## config.mk

```make
export PLATFORM = sky130hd
export DESIGN_NAME = process_table_queue
export DESIGN_NICKNAME = d
export VERILOG_FILES = /design/src/rtl/ptq_pkg.sv /design/src/rtl/ptq_datapath.sv /design/src/rtl/ptq_controller.sv /design/src/rtl/process_table_queue.sv
export SDC_FILE = /design/constraint.sdc
export NUM_CORES = 2
export LEC_CHECK = 0
export BUFFER_PORTS_ARGS = -buffer_cell sky130_fd_sc_hd__clkbuf_2
export CAP_MARGIN = 10
export CORE_UTILIZATION = 56
export DETAILED_ROUTE_END_ITERATION = 16
export PLACE_DENSITY = 0.75
export RECOVER_POWER = 25
export SLEW_MARGIN = 20
export SYNTH_ARGS = -nofsm -noshare
export SYNTH_HDL_FRONTEND = slang
export SYNTH_SLANG_ARGS = --single-unit
```

## constraint.sdc

```tcl
create_clock -name clk -period 5.4 [get_ports clk]
set_input_delay 1.08 -clock clk [delete_from_list [all_inputs] [get_ports clk]]
set_output_delay 1.08 -clock clk [all_outputs]
set_load 0.01 [all_outputs]
```

## src/rtl/ptq_pkg.sv

```systemverilog
// ----------------------------------------------------------------------------
// ptq_pkg: shared types for the process table queue
// Transaction structs, entry layout, action and status codes, control bundles.
// ----------------------------------------------------------------------------
package ptq_pkg;

	localparam int unsigned DEPTH_DEF = 16;

	typedef enum logic [2:0] {
		ACT_PUSH    = 3'd0,
		ACT_POP     = 3'd1,
		ACT_EXTRACT = 3'd2,
		ACT_READ    = 3'd3,
		ACT_MAXPRIO = 3'd4,
		ACT_SORT    = 3'd5,
		ACT_CLEAR   = 3'd6,
		ACT_NOP     = 3'd7
	} action_t;

	typedef enum logic [1:0] {
		ST_OK    = 2'd0,
		ST_EMPTY = 2'd1,
		ST_FULL  = 2'd2,
		ST_INDEX = 2'd3
	} status_t;

	typedef struct packed {
		logic [2:0]  action;
		logic [15:0] arrival_time;
		logic [15:0] burst_time;
		logic [7:0]  priority_level;
		logic [15:0] used_time;
		logic [7:0]  process_id;
		logic [3:0]  index;
	} ptq_in_t;

	typedef struct packed {
		logic [1:0]  status;
		logic [15:0] out_arrival;
		logic [15:0] out_burst;
		logic [7:0]  out_priority;
		logic [15:0] out_used;
		logic [7:0]  out_id;
		logic [4:0]  entry_total;
		logic [7:0]  max_priority;
	} ptq_out_t;

	typedef struct packed {
		logic [15:0] arrival;
		logic [15:0] burst;
		logic [7:0]  prio;
		logic [15:0] used;
		logic [7:0]  id;
	} entry_t;

	typedef enum logic [1:0] {RA_I, RA_I1, RA_JM1, RA_BEST} rd_sel_t;
	typedef enum logic [1:0] {WA_COUNT, WA_I, WA_J} wa_sel_t;
	typedef enum logic [1:0] {WD_IN, WD_RDATA, WD_TMP} wd_sel_t;
	typedef enum logic [2:0] {I_HOLD, I_ZERO, I_ONE, I_INC, I_BEST} i_op_t;

	typedef struct packed {
		logic    load;
		logic    rd_en;
		rd_sel_t rd_sel;
		logic    wr_en;
		wa_sel_t wa_sel;
		wd_sel_t wd_sel;
		logic    cnt_inc;
		logic    cnt_dec;
		logic    cnt_clr;
		i_op_t   i_op;
		logic    j_load;
		logic    j_dec;
		logic    best_upd;
		logic    best_zero;
		logic    best_idx;
		logic    tmp_load;
		logic    max_clr;
		logic    max_upd;
		logic    res_load;
		logic    st_wr;
		status_t st_val;
	} ptq_cmd_t;

	typedef struct packed {
		action_t action;
		logic    empty;
		logic    full;
		logic    idx_bad;
		logic    i_lt_cnt;
		logic    i1_lt_cnt;
		logic    j_zero;
		logic    id_gt;
	} ptq_stat_t;

	typedef enum logic [3:0] {
		S_IDLE, S_DISPATCH, S_SCAN_RD, S_SCAN_CMP, S_OUT_RD, S_OUT_WAIT,
		S_SHIFT_RD, S_SHIFT_WR, S_SORT_I, S_SORT_TMP, S_SORT_RD, S_SORT_CMP,
		S_MAX_INIT, S_MAX_RD, S_MAX_CMP, S_DONE
	} ctl_state_t;

endpackage

```

## src/rtl/ptq_datapath.sv

```systemverilog
// ----------------------------------------------------------------------------
// ptq_datapath: entry memory, walk counters and result registers
// Executes one memory read and one memory write per cycle under command.
// ----------------------------------------------------------------------------
module ptq_datapath import ptq_pkg::*; #(
	parameter int unsigned DEPTH = DEPTH_DEF
) (
	input  logic      clk,
	input  logic      arst_n,
	input  ptq_in_t   req,
	input  ptq_cmd_t  cmd,
	output ptq_stat_t stat,
	output ptq_out_t  rsp
);

	localparam int unsigned IW   = (DEPTH > 1) ? $clog2(DEPTH) : 1;
	localparam int unsigned CW   = $clog2(DEPTH + 1);
	localparam int unsigned CMPW = (CW > 4) ? CW : 4;

	entry_t          mem [DEPTH];
	entry_t          rdata_q;
	entry_t          tmp_q;
	ptq_in_t         in_q;
	logic [CW-1:0]   count_q;
	logic [CW-1:0]   i_q;
	logic [CW-1:0]   j_q;
	logic [IW-1:0]   best_q;
	logic [15:0]     best_arr_q;
	logic [7:0]      maxp_q;
	status_t         st_q;
	entry_t          res_q;

	logic [CW:0]     i_inc1;
	logic [CW-1:0]   j_m1;
	logic [IW-1:0]   rd_addr;
	logic [IW-1:0]   wr_addr;
	entry_t          wr_data;
	entry_t          in_entry;

	assign i_inc1 = {1'b0, i_q} + 1'b1;
	assign j_m1   = j_q - 1'b1;
	assign in_entry = '{arrival: in_q.arrival_time, burst: in_q.burst_time,
		prio: in_q.priority_level, used: in_q.used_time, id: in_q.process_id};

	always_comb begin
		unique case (cmd.rd_sel)
			RA_I:    rd_addr = i_q[IW-1:0];
			RA_I1:   rd_addr = i_inc1[IW-1:0];
			RA_JM1:  rd_addr = j_m1[IW-1:0];
			RA_BEST: rd_addr = best_q;
			default: rd_addr = i_q[IW-1:0];
		endcase
		unique case (cmd.wa_sel)
			WA_COUNT: wr_addr = count_q[IW-1:0];
			WA_I:     wr_addr = i_q[IW-1:0];
			WA_J:     wr_addr = j_q[IW-1:0];
			default:  wr_addr = i_q[IW-1:0];
		endcase
		unique case (cmd.wd_sel)
			WD_IN:    wr_data = in_entry;
			WD_RDATA: wr_data = rdata_q;
			WD_TMP:   wr_data = tmp_q;
			default:  wr_data = rdata_q;
		endcase
	end

	always_ff @(posedge clk) begin
		if (cmd.wr_en) begin
			mem[wr_addr] <= wr_data;
		end
		if (cmd.rd_en) begin
			rdata_q <= mem[rd_addr];
		end
		if (cmd.load) begin
			in_q <= req;
		end
		if (cmd.tmp_load) begin
			tmp_q <= rdata_q;
		end
	end

	always_ff @(posedge clk or negedge arst_n) begin
		if (!arst_n) begin
			count_q    <= '0;
			i_q        <= '0;
			j_q        <= '0;
			best_q     <= '0;
			best_arr_q <= '0;
			maxp_q     <= '0;
			st_q       <= ST_OK;
			res_q      <= '0;
		end else begin
			if (cmd.cnt_clr) begin
				count_q <= '0;
			end else if (cmd.cnt_inc) begin
				count_q <= count_q + 1'b1;
			end else if (cmd.cnt_dec) begin
				count_q <= count_q - 1'b1;
			end
			unique case (cmd.i_op)
				I_HOLD:  i_q <= i_q;
				I_ZERO:  i_q <= '0;
				I_ONE:   i_q <= CW'(1);
				I_INC:   i_q <= i_inc1[CW-1:0];
				I_BEST:  i_q <= CW'(best_q);
				default: i_q <= i_q;
			endcase
			if (cmd.j_load) begin
				j_q <= i_q;
			end else if (cmd.j_dec) begin
				j_q <= j_m1;
			end
			if (cmd.best_zero) begin
				best_q <= '0;
			end else if (cmd.best_idx) begin
				best_q <= IW'(in_q.index);
			end else if (cmd.best_upd && (i_q == '0 || rdata_q.arrival < best_arr_q)) begin
				best_q     <= i_q[IW-1:0];
				best_arr_q <= rdata_q.arrival;
			end
			if (cmd.max_clr) begin
				maxp_q <= '0;
			end else if (cmd.max_upd && rdata_q.prio > maxp_q) begin
				maxp_q <= rdata_q.prio;
			end
			if (cmd.load) begin
				st_q  <= ST_OK;
				res_q <= '0;
			end else begin
				if (cmd.st_wr) begin
					st_q <= cmd.st_val;
				end
				if (cmd.res_load) begin
					res_q <= rdata_q;
				end
			end
		end
	end

	assign stat.action    = action_t'(in_q.action);
	assign stat.empty     = (count_q == '0);
	assign stat.full      = (count_q >= CW'(DEPTH));
	assign stat.idx_bad   = (CMPW'(in_q.index) >= CMPW'(count_q));
	assign stat.i_lt_cnt  = (i_q < count_q);
	assign stat.i1_lt_cnt = (i_inc1 < {1'b0, count_q});
	assign stat.j_zero    = (j_q == '0);
	assign stat.id_gt     = (rdata_q.id > tmp_q.id);

	assign rsp.status       = st_q;
	assign rsp.out_arrival  = res_q.arrival;
	assign rsp.out_burst    = res_q.burst;
	assign rsp.out_priority = res_q.prio;
	assign rsp.out_used     = res_q.used;
	assign rsp.out_id       = res_q.id;
	assign rsp.entry_total  = 5'(count_q);
	assign rsp.max_priority = maxp_q;

endmodule

```

## src/rtl/ptq_controller.sv

```systemverilog
// ----------------------------------------------------------------------------
// ptq_controller: action sequencer
// Sequences each action, walking the entry memory where the action needs it,
// and closes every action with a priority scan.
module ptq_controller import ptq_pkg::*; (
	input  logic      clk,
	input  logic      arst_n,
	input  logic      start,
	input  ptq_stat_t stat,
	output ptq_cmd_t  cmd,
	output logic      busy,
	output logic      done
);

	ctl_state_t state_q, state_d;

	always_ff @(posedge clk or negedge arst_n) begin
		if (!arst_n) begin
			state_q <= S_IDLE;
		end else begin
			state_q <= state_d;
		end
	end

	always_comb begin
		state_d = state_q;
		unique case (state_q)
			S_IDLE:     if (start) state_d = S_DISPATCH;
			S_DISPATCH: begin
				unique case (stat.action)
					ACT_POP:     state_d = stat.empty ? S_MAX_INIT : S_OUT_RD;
					ACT_EXTRACT: state_d = stat.empty ? S_MAX_INIT : S_SCAN_RD;
					ACT_READ:    state_d = stat.idx_bad ? S_MAX_INIT : S_OUT_RD;
					ACT_SORT:    state_d = S_SORT_I;
					default:     state_d = S_MAX_INIT;
				endcase
			end
			S_SCAN_RD:  state_d = S_SCAN_CMP;
			S_SCAN_CMP: state_d = stat.i1_lt_cnt ? S_SCAN_RD : S_OUT_RD;
			S_OUT_RD:   state_d = S_OUT_WAIT;
			S_OUT_WAIT: state_d = (stat.action == ACT_READ) ? S_MAX_INIT : S_SHIFT_RD;
			S_SHIFT_RD: state_d = stat.i1_lt_cnt ? S_SHIFT_WR : S_MAX_INIT;
			S_SHIFT_WR: state_d = S_SHIFT_RD;
			S_SORT_I:   state_d = stat.i_lt_cnt ? S_SORT_TMP : S_MAX_INIT;
			S_SORT_TMP: state_d = S_SORT_RD;
			S_SORT_RD:  state_d = stat.j_zero ? S_SORT_I : S_SORT_CMP;
			S_SORT_CMP: state_d = stat.id_gt ? S_SORT_RD : S_SORT_I;
			S_MAX_INIT: state_d = S_MAX_RD;
			S_MAX_RD:   state_d = stat.i_lt_cnt ? S_MAX_CMP : S_DONE;
			S_MAX_CMP:  state_d = S_MAX_RD;
			S_DONE:     state_d = S_IDLE;
			default:    state_d = S_IDLE;
		endcase
	end

	always_comb begin
		cmd        = '0;
		cmd.rd_sel = RA_I;
		cmd.wa_sel = WA_I;
		cmd.wd_sel = WD_RDATA;
		cmd.i_op   = I_HOLD;
		cmd.st_val = ST_OK;
		unique case (state_q)
			S_IDLE:     cmd.load = start;
			S_DISPATCH: begin
				unique case (stat.action)
					ACT_PUSH: begin
						if (stat.full) begin
							cmd.st_wr  = 1'b1;
							cmd.st_val = ST_FULL;
						end else begin
							cmd.wr_en   = 1'b1;
							cmd.wa_sel  = WA_COUNT;
							cmd.wd_sel  = WD_IN;
							cmd.cnt_inc = 1'b1;
						end
					end
					ACT_POP: begin
						cmd.st_wr     = stat.empty;
						cmd.st_val    = ST_EMPTY;
						cmd.best_zero = 1'b1;
					end
					ACT_EXTRACT: begin
						cmd.st_wr  = stat.empty;
						cmd.st_val = ST_EMPTY;
						cmd.i_op   = I_ZERO;
					end
					ACT_READ: begin
						cmd.st_wr    = stat.idx_bad;
						cmd.st_val   = ST_INDEX;
						cmd.best_idx = 1'b1;
					end
					ACT_MAXPRIO: begin
						cmd.st_wr  = stat.empty;
						cmd.st_val = ST_EMPTY;
					end
					ACT_SORT:  cmd.i_op = I_ONE;
					ACT_CLEAR: cmd.cnt_clr = 1'b1;
					default:   cmd.st_wr = 1'b0;
				endcase
			end
			S_SCAN_RD:  cmd.rd_en = 1'b1;
			S_SCAN_CMP: begin
				cmd.best_upd = 1'b1;
				cmd.i_op     = I_INC;
			end
			S_OUT_RD: begin
				cmd.rd_en  = 1'b1;
				cmd.rd_sel = RA_BEST;
			end
			S_OUT_WAIT: begin
				cmd.res_load = 1'b1;
				cmd.i_op     = I_BEST;
			end
			S_SHIFT_RD: begin
				cmd.rd_en   = stat.i1_lt_cnt;
				cmd.rd_sel  = RA_I1;
				cmd.cnt_dec = !stat.i1_lt_cnt;
			end
			S_SHIFT_WR: begin
				cmd.wr_en = 1'b1;
				cmd.i_op  = I_INC;
			end
			S_SORT_I:   cmd.rd_en = stat.i_lt_cnt;
			S_SORT_TMP: begin
				cmd.tmp_load = 1'b1;
				cmd.j_load   = 1'b1;
			end
			S_SORT_RD: begin
				if (stat.j_zero) begin
					cmd.wr_en  = 1'b1;
					cmd.wa_sel = WA_J;
					cmd.wd_sel = WD_TMP;
					cmd.i_op   = I_INC;
				end else begin
					cmd.rd_en  = 1'b1;
					cmd.rd_sel = RA_JM1;
				end
			end
			S_SORT_CMP: begin
				cmd.wr_en  = 1'b1;
				cmd.wa_sel = WA_J;
				if (stat.id_gt) begin
					cmd.wd_sel = WD_RDATA;
					cmd.j_dec  = 1'b1;
				end else begin
					cmd.wd_sel = WD_TMP;
					cmd.i_op   = I_INC;
				end
			end
			S_MAX_INIT: begin
				cmd.max_clr = 1'b1;
				cmd.i_op    = I_ZERO;
			end
			S_MAX_RD:   cmd.rd_en = stat.i_lt_cnt;
			S_MAX_CMP: begin
				cmd.max_upd = 1'b1;
				cmd.i_op    = I_INC;
			end
			S_DONE:     cmd.load = 1'b0;
			default:    cmd.load = 1'b0;
		endcase
	end

	assign busy = (state_q != S_IDLE);
	assign done = (state_q == S_DONE);

endmodule

```

## src/rtl/process_table_queue.sv

```systemverilog
// ----------------------------------------------------------------------------
// process_table_queue: ordered table of process descriptors
// Push, pop, extract-earliest, read, max-priority, sort-by-id and clear on a
// table of up to DEPTH entries held in a single-port-read memory.
//
// Usage: present a request transaction on req and raise start while busy is
// low; the transaction is taken at that clock edge and busy rises. One result
// transaction follows on rsp, marked by done for exactly one cycle; busy
// falls in the cycle after done. The receiver cannot stall: rsp is valid only
// while done is high.
// Each action ends with a priority scan of the entries left after the action.
// Read fetches the entry at the given index. Pop fetches the first entry and
// extract the earliest-arriving one, found by a scan; both then shift the later
// entries down. Sort runs insertion passes by id. One transaction is in flight
// at a time.
// Reset: the table is empty and the block idle; no clearing pass is needed.
// ----------------------------------------------------------------------------
module process_table_queue import ptq_pkg::*; #(
	parameter int unsigned DEPTH = DEPTH_DEF
) (
	input  logic     clk,
	input  logic     arst_n,
	input  logic     start,
	output logic     busy,
	input  ptq_in_t  req,
	output logic     done,
	output ptq_out_t rsp
);

	ptq_cmd_t  cmd;
	ptq_stat_t stat;

	ptq_controller u_ctl (
		.clk    (clk),
		.arst_n (arst_n),
		.start  (start),
		.stat   (stat),
		.cmd    (cmd),
		.busy   (busy),
		.done   (done)
	);

	ptq_datapath #(.DEPTH(DEPTH)) u_dp (
		.clk    (clk),
		.arst_n (arst_n),
		.req    (req),
		.cmd    (cmd),
		.stat   (stat),
		.rsp    (rsp)
	);

endmodule

```

==> metrics.yaml <==
clocking:
  clk_pin_slew_ns: 0.06
  cts_buffers: 134
  cts_hold_buf: 0
  clockBufferDepth: 3
  ctsResizeCount: 0
  cts_sinks: 1336
  clockRootBuffer: "clkbuf_16"
  clock_latency_ns: 0.74
  cts_setup_buffers: 0
  cts_tree: "built"
  htree_levels: 4
placement:
  placed_area_um2: 55700
  hpwl_um: 70600
  post-place-ws_ns: 1.19
  gp_congestion: 0.858
  portBuffers: 154
pwr:
  vdd_ir_drop_max_uv: 754
  power.density_nw_per_um2: 642
  p_leak_nw: 20.3
layout:
  layout_commonest_cell: "edfxtp_1"
  layout-drive-gt1-share_pct: 10.8
  design_area_um2: 59900
  final_cell_mix: "1223 x edfxtp_1, 432 x nand2_1, 337 x a21oi_1"
  fin_nets: 3695
  ff_latch_area_um2: 39600
  fill_cells: 6553
  syn_to_final_growth_pct: 12.7
  multi_input_area_um2: 12500
die:
  die_area_um2: 96100
  core-area_um2: 93600
  start_util_pct: 56.7
  core.rowCount: 112
  die_y_um: 310
  ioPinCount: 155
  die_width_um: 310
timing:
  fmax_ghz: 0.213
  rsz0062_at_grt: "no"
  hold_ws_ns: 0.498
  setup_viol: 0
  setup_ws_ns: 0.707
  hold_violations: 0
  fin_crit_sh_pct: 86.9
  worst_pin_slew_ns: 3.26
  final-max-slew-violation-count: 255
  tns_ns: 0
  fin_crit_ns: 4.69
  fin_worst_skew_ns: 0.0263
  slew_headroom_pct: -117
synthesis:
  ys_seq_area_share_pct: 74.5
  yosysTopAreaCellShare_pct: 69.1
  synth_edf_count: 1223
  synth-main-ff-cell: "edfxtp_1"
  synth_cells: 3429
  synthArstFlopShare_pct: 8.46
  yosysTopAreaCell: "edfxtp_1"
  synth.distinct_cells: 72
  yosys_register_bits: 1336
  syn_nets: 3554
  syn_avg_cell_area_um2: 15.5
  syn_area_um2: 53100
  synthTopCellsByArea: "edfxtp_1 69%, dfrtp_1 5.3%, mux2i_1 5.1%"
  synth_warnings: 0
drt:
  viasPerCell: 6.42
  drc: 0
  firstDrtPassIters: 8
  wl_per_cell_um: 26.8
  detail-route-antenna-nets: 0
  drt-initial-drc-count: 4130
  vias: 31700
  postRouteWirelength_um: 132000
global_route:
  antenna_found_initial: 3
  grt_pass1_wl_um: 196000
  grt_usage_pct: 27.7
  grt_pass1_vias: 31000
  grt_max_degree: 124
  grt_overflow: 0
hold_path:
  hold_depth: 0
  hp-class: "reg2reg"
critical_path:
  crit_path_start_kind: "flip-flop"
  worst_ep_arrival_time_ns: 5.07
  worstSetupPathType: "reg2reg"
  critPathCaptureType: "flip-flop"
  required_ns: 5.78
  rr_worst_depth: 10
  path_max_fanout: 34
run_status:
  status: "finished with violations"
  violations: "capacitance limit, slew limit"
job:
  maxCapViolCount: 6
-- Yosys cell counts (9+ instances only) --
cell	n
a221o_1	69
clkbuf_1	129
a21oi_1	336
o21ai_0	26
buf_2	68
ha_1	50
buf_6	14
inv_1	51
buf_1	18
mux2_2	17
nor2b_1	9
nand3_1	9
and2_1	62
nor2_1	48
a21o_1	17
a221oi_1	256
nand2_1	436
mux2i_1	270
o31ai_1	9
nand2b_1	17
edfxtp_1	1223
or4_1	66
dfrtp_1	113
-- logic make-up after synthesis --
group	synth area share [%]
adders and majority gates	1.22
DFF	74.5
xor gates and xnor gates	0.165
AOI/OAI and AO/OA	10.1
muxes	5.45
and+or+nand+nor	6.22
buffers and inverters	2.38
-- routing by layer --
metal	global-route usage, %	wire length (um)
met5	1.06	129
met4	9.76	3710
met3	6.32	13500
met2	42.7	61400
met1	39.1	53500
-- flip-flops by register name, summed over array words and instances (netlist names) --
register,flops
u_dp.st_q,2
u_dp.best_q,4
u_dp.rdata_q,64
u_dp.in_q,4
u_dp.j_q,5
u_dp.tmp_q,64
u_dp.mem,1024
u_dp.stat,3
u_ctl.state_q,4
u_dp.maxp_q,8
u_dp.best_arr_q,16
u_dp.count_q,5
u_dp.rsp,64
u_dp.in_entry,64
u_dp.i_q,5
-- cell type report --
cell class / count / area share, %
sequential: 1336 / 66.1
multi-input combinational: 1810 / 20.9
clock buffer: 179 / 6.17
timing repair buffer: 237 / 2.91
tap: 1254 / 2.62
clock inverter: 66 / 1.01
inverter: 51 / 0.322
antenna: 2 / 0.00836
-- worst paths after layout --
kind / from / end / slack, ns
setup / recovery: u_dp.rdata_q[1] / u_dp.mem[15][46] / 0.71
hold / removal: u_dp.rdata_q[44] / u_dp.tmp_q[44] / 0.50
setup reg to reg: u_dp.rdata_q[1] / u_dp.mem[15][46] / 0.71
hold reg to reg: u_dp.rdata_q[44] / u_dp.tmp_q[44] / 0.50
max in group asynchronous: arst_n / u_dp.rsp[14] / 1.56
min in group asynchronous: arst_n / u_dp.rsp[67] / 1.06
-- power breakdown --
group          leakage, nW  internal (mW)  switching (mW)
Sequential            12.5           14.6           0.926
Clock                 2.10           5.22            3.85
Combinational         5.75           4.48            9.30
Total                 20.3           24.3            14.1
-- critical path, stage by stage, from the launching register on --
cell and delay, ns:
edfxtp_1 0.51, ha_1 0.33, nor2b_1 0.13, o21a_1 0.17, o21a_1 0.17, o21ai_0 0.84
a21oi_1 0.16, buf_4 0.21, nand2b_2 0.75, buf_12 0.47, a221o_1 0.56
-- metrics by stage --
step,total power [mW],util (%),cells
floorplan,24.8,-,3429
global placement,28.9,59.5,4688
detailed placement,29.4,59.5,4688
CTS,38.5,64.1,4933
global route,40.1,64.0,4935
finish,38.4,64.0,4935
Power figures use the tool's default switching activity.
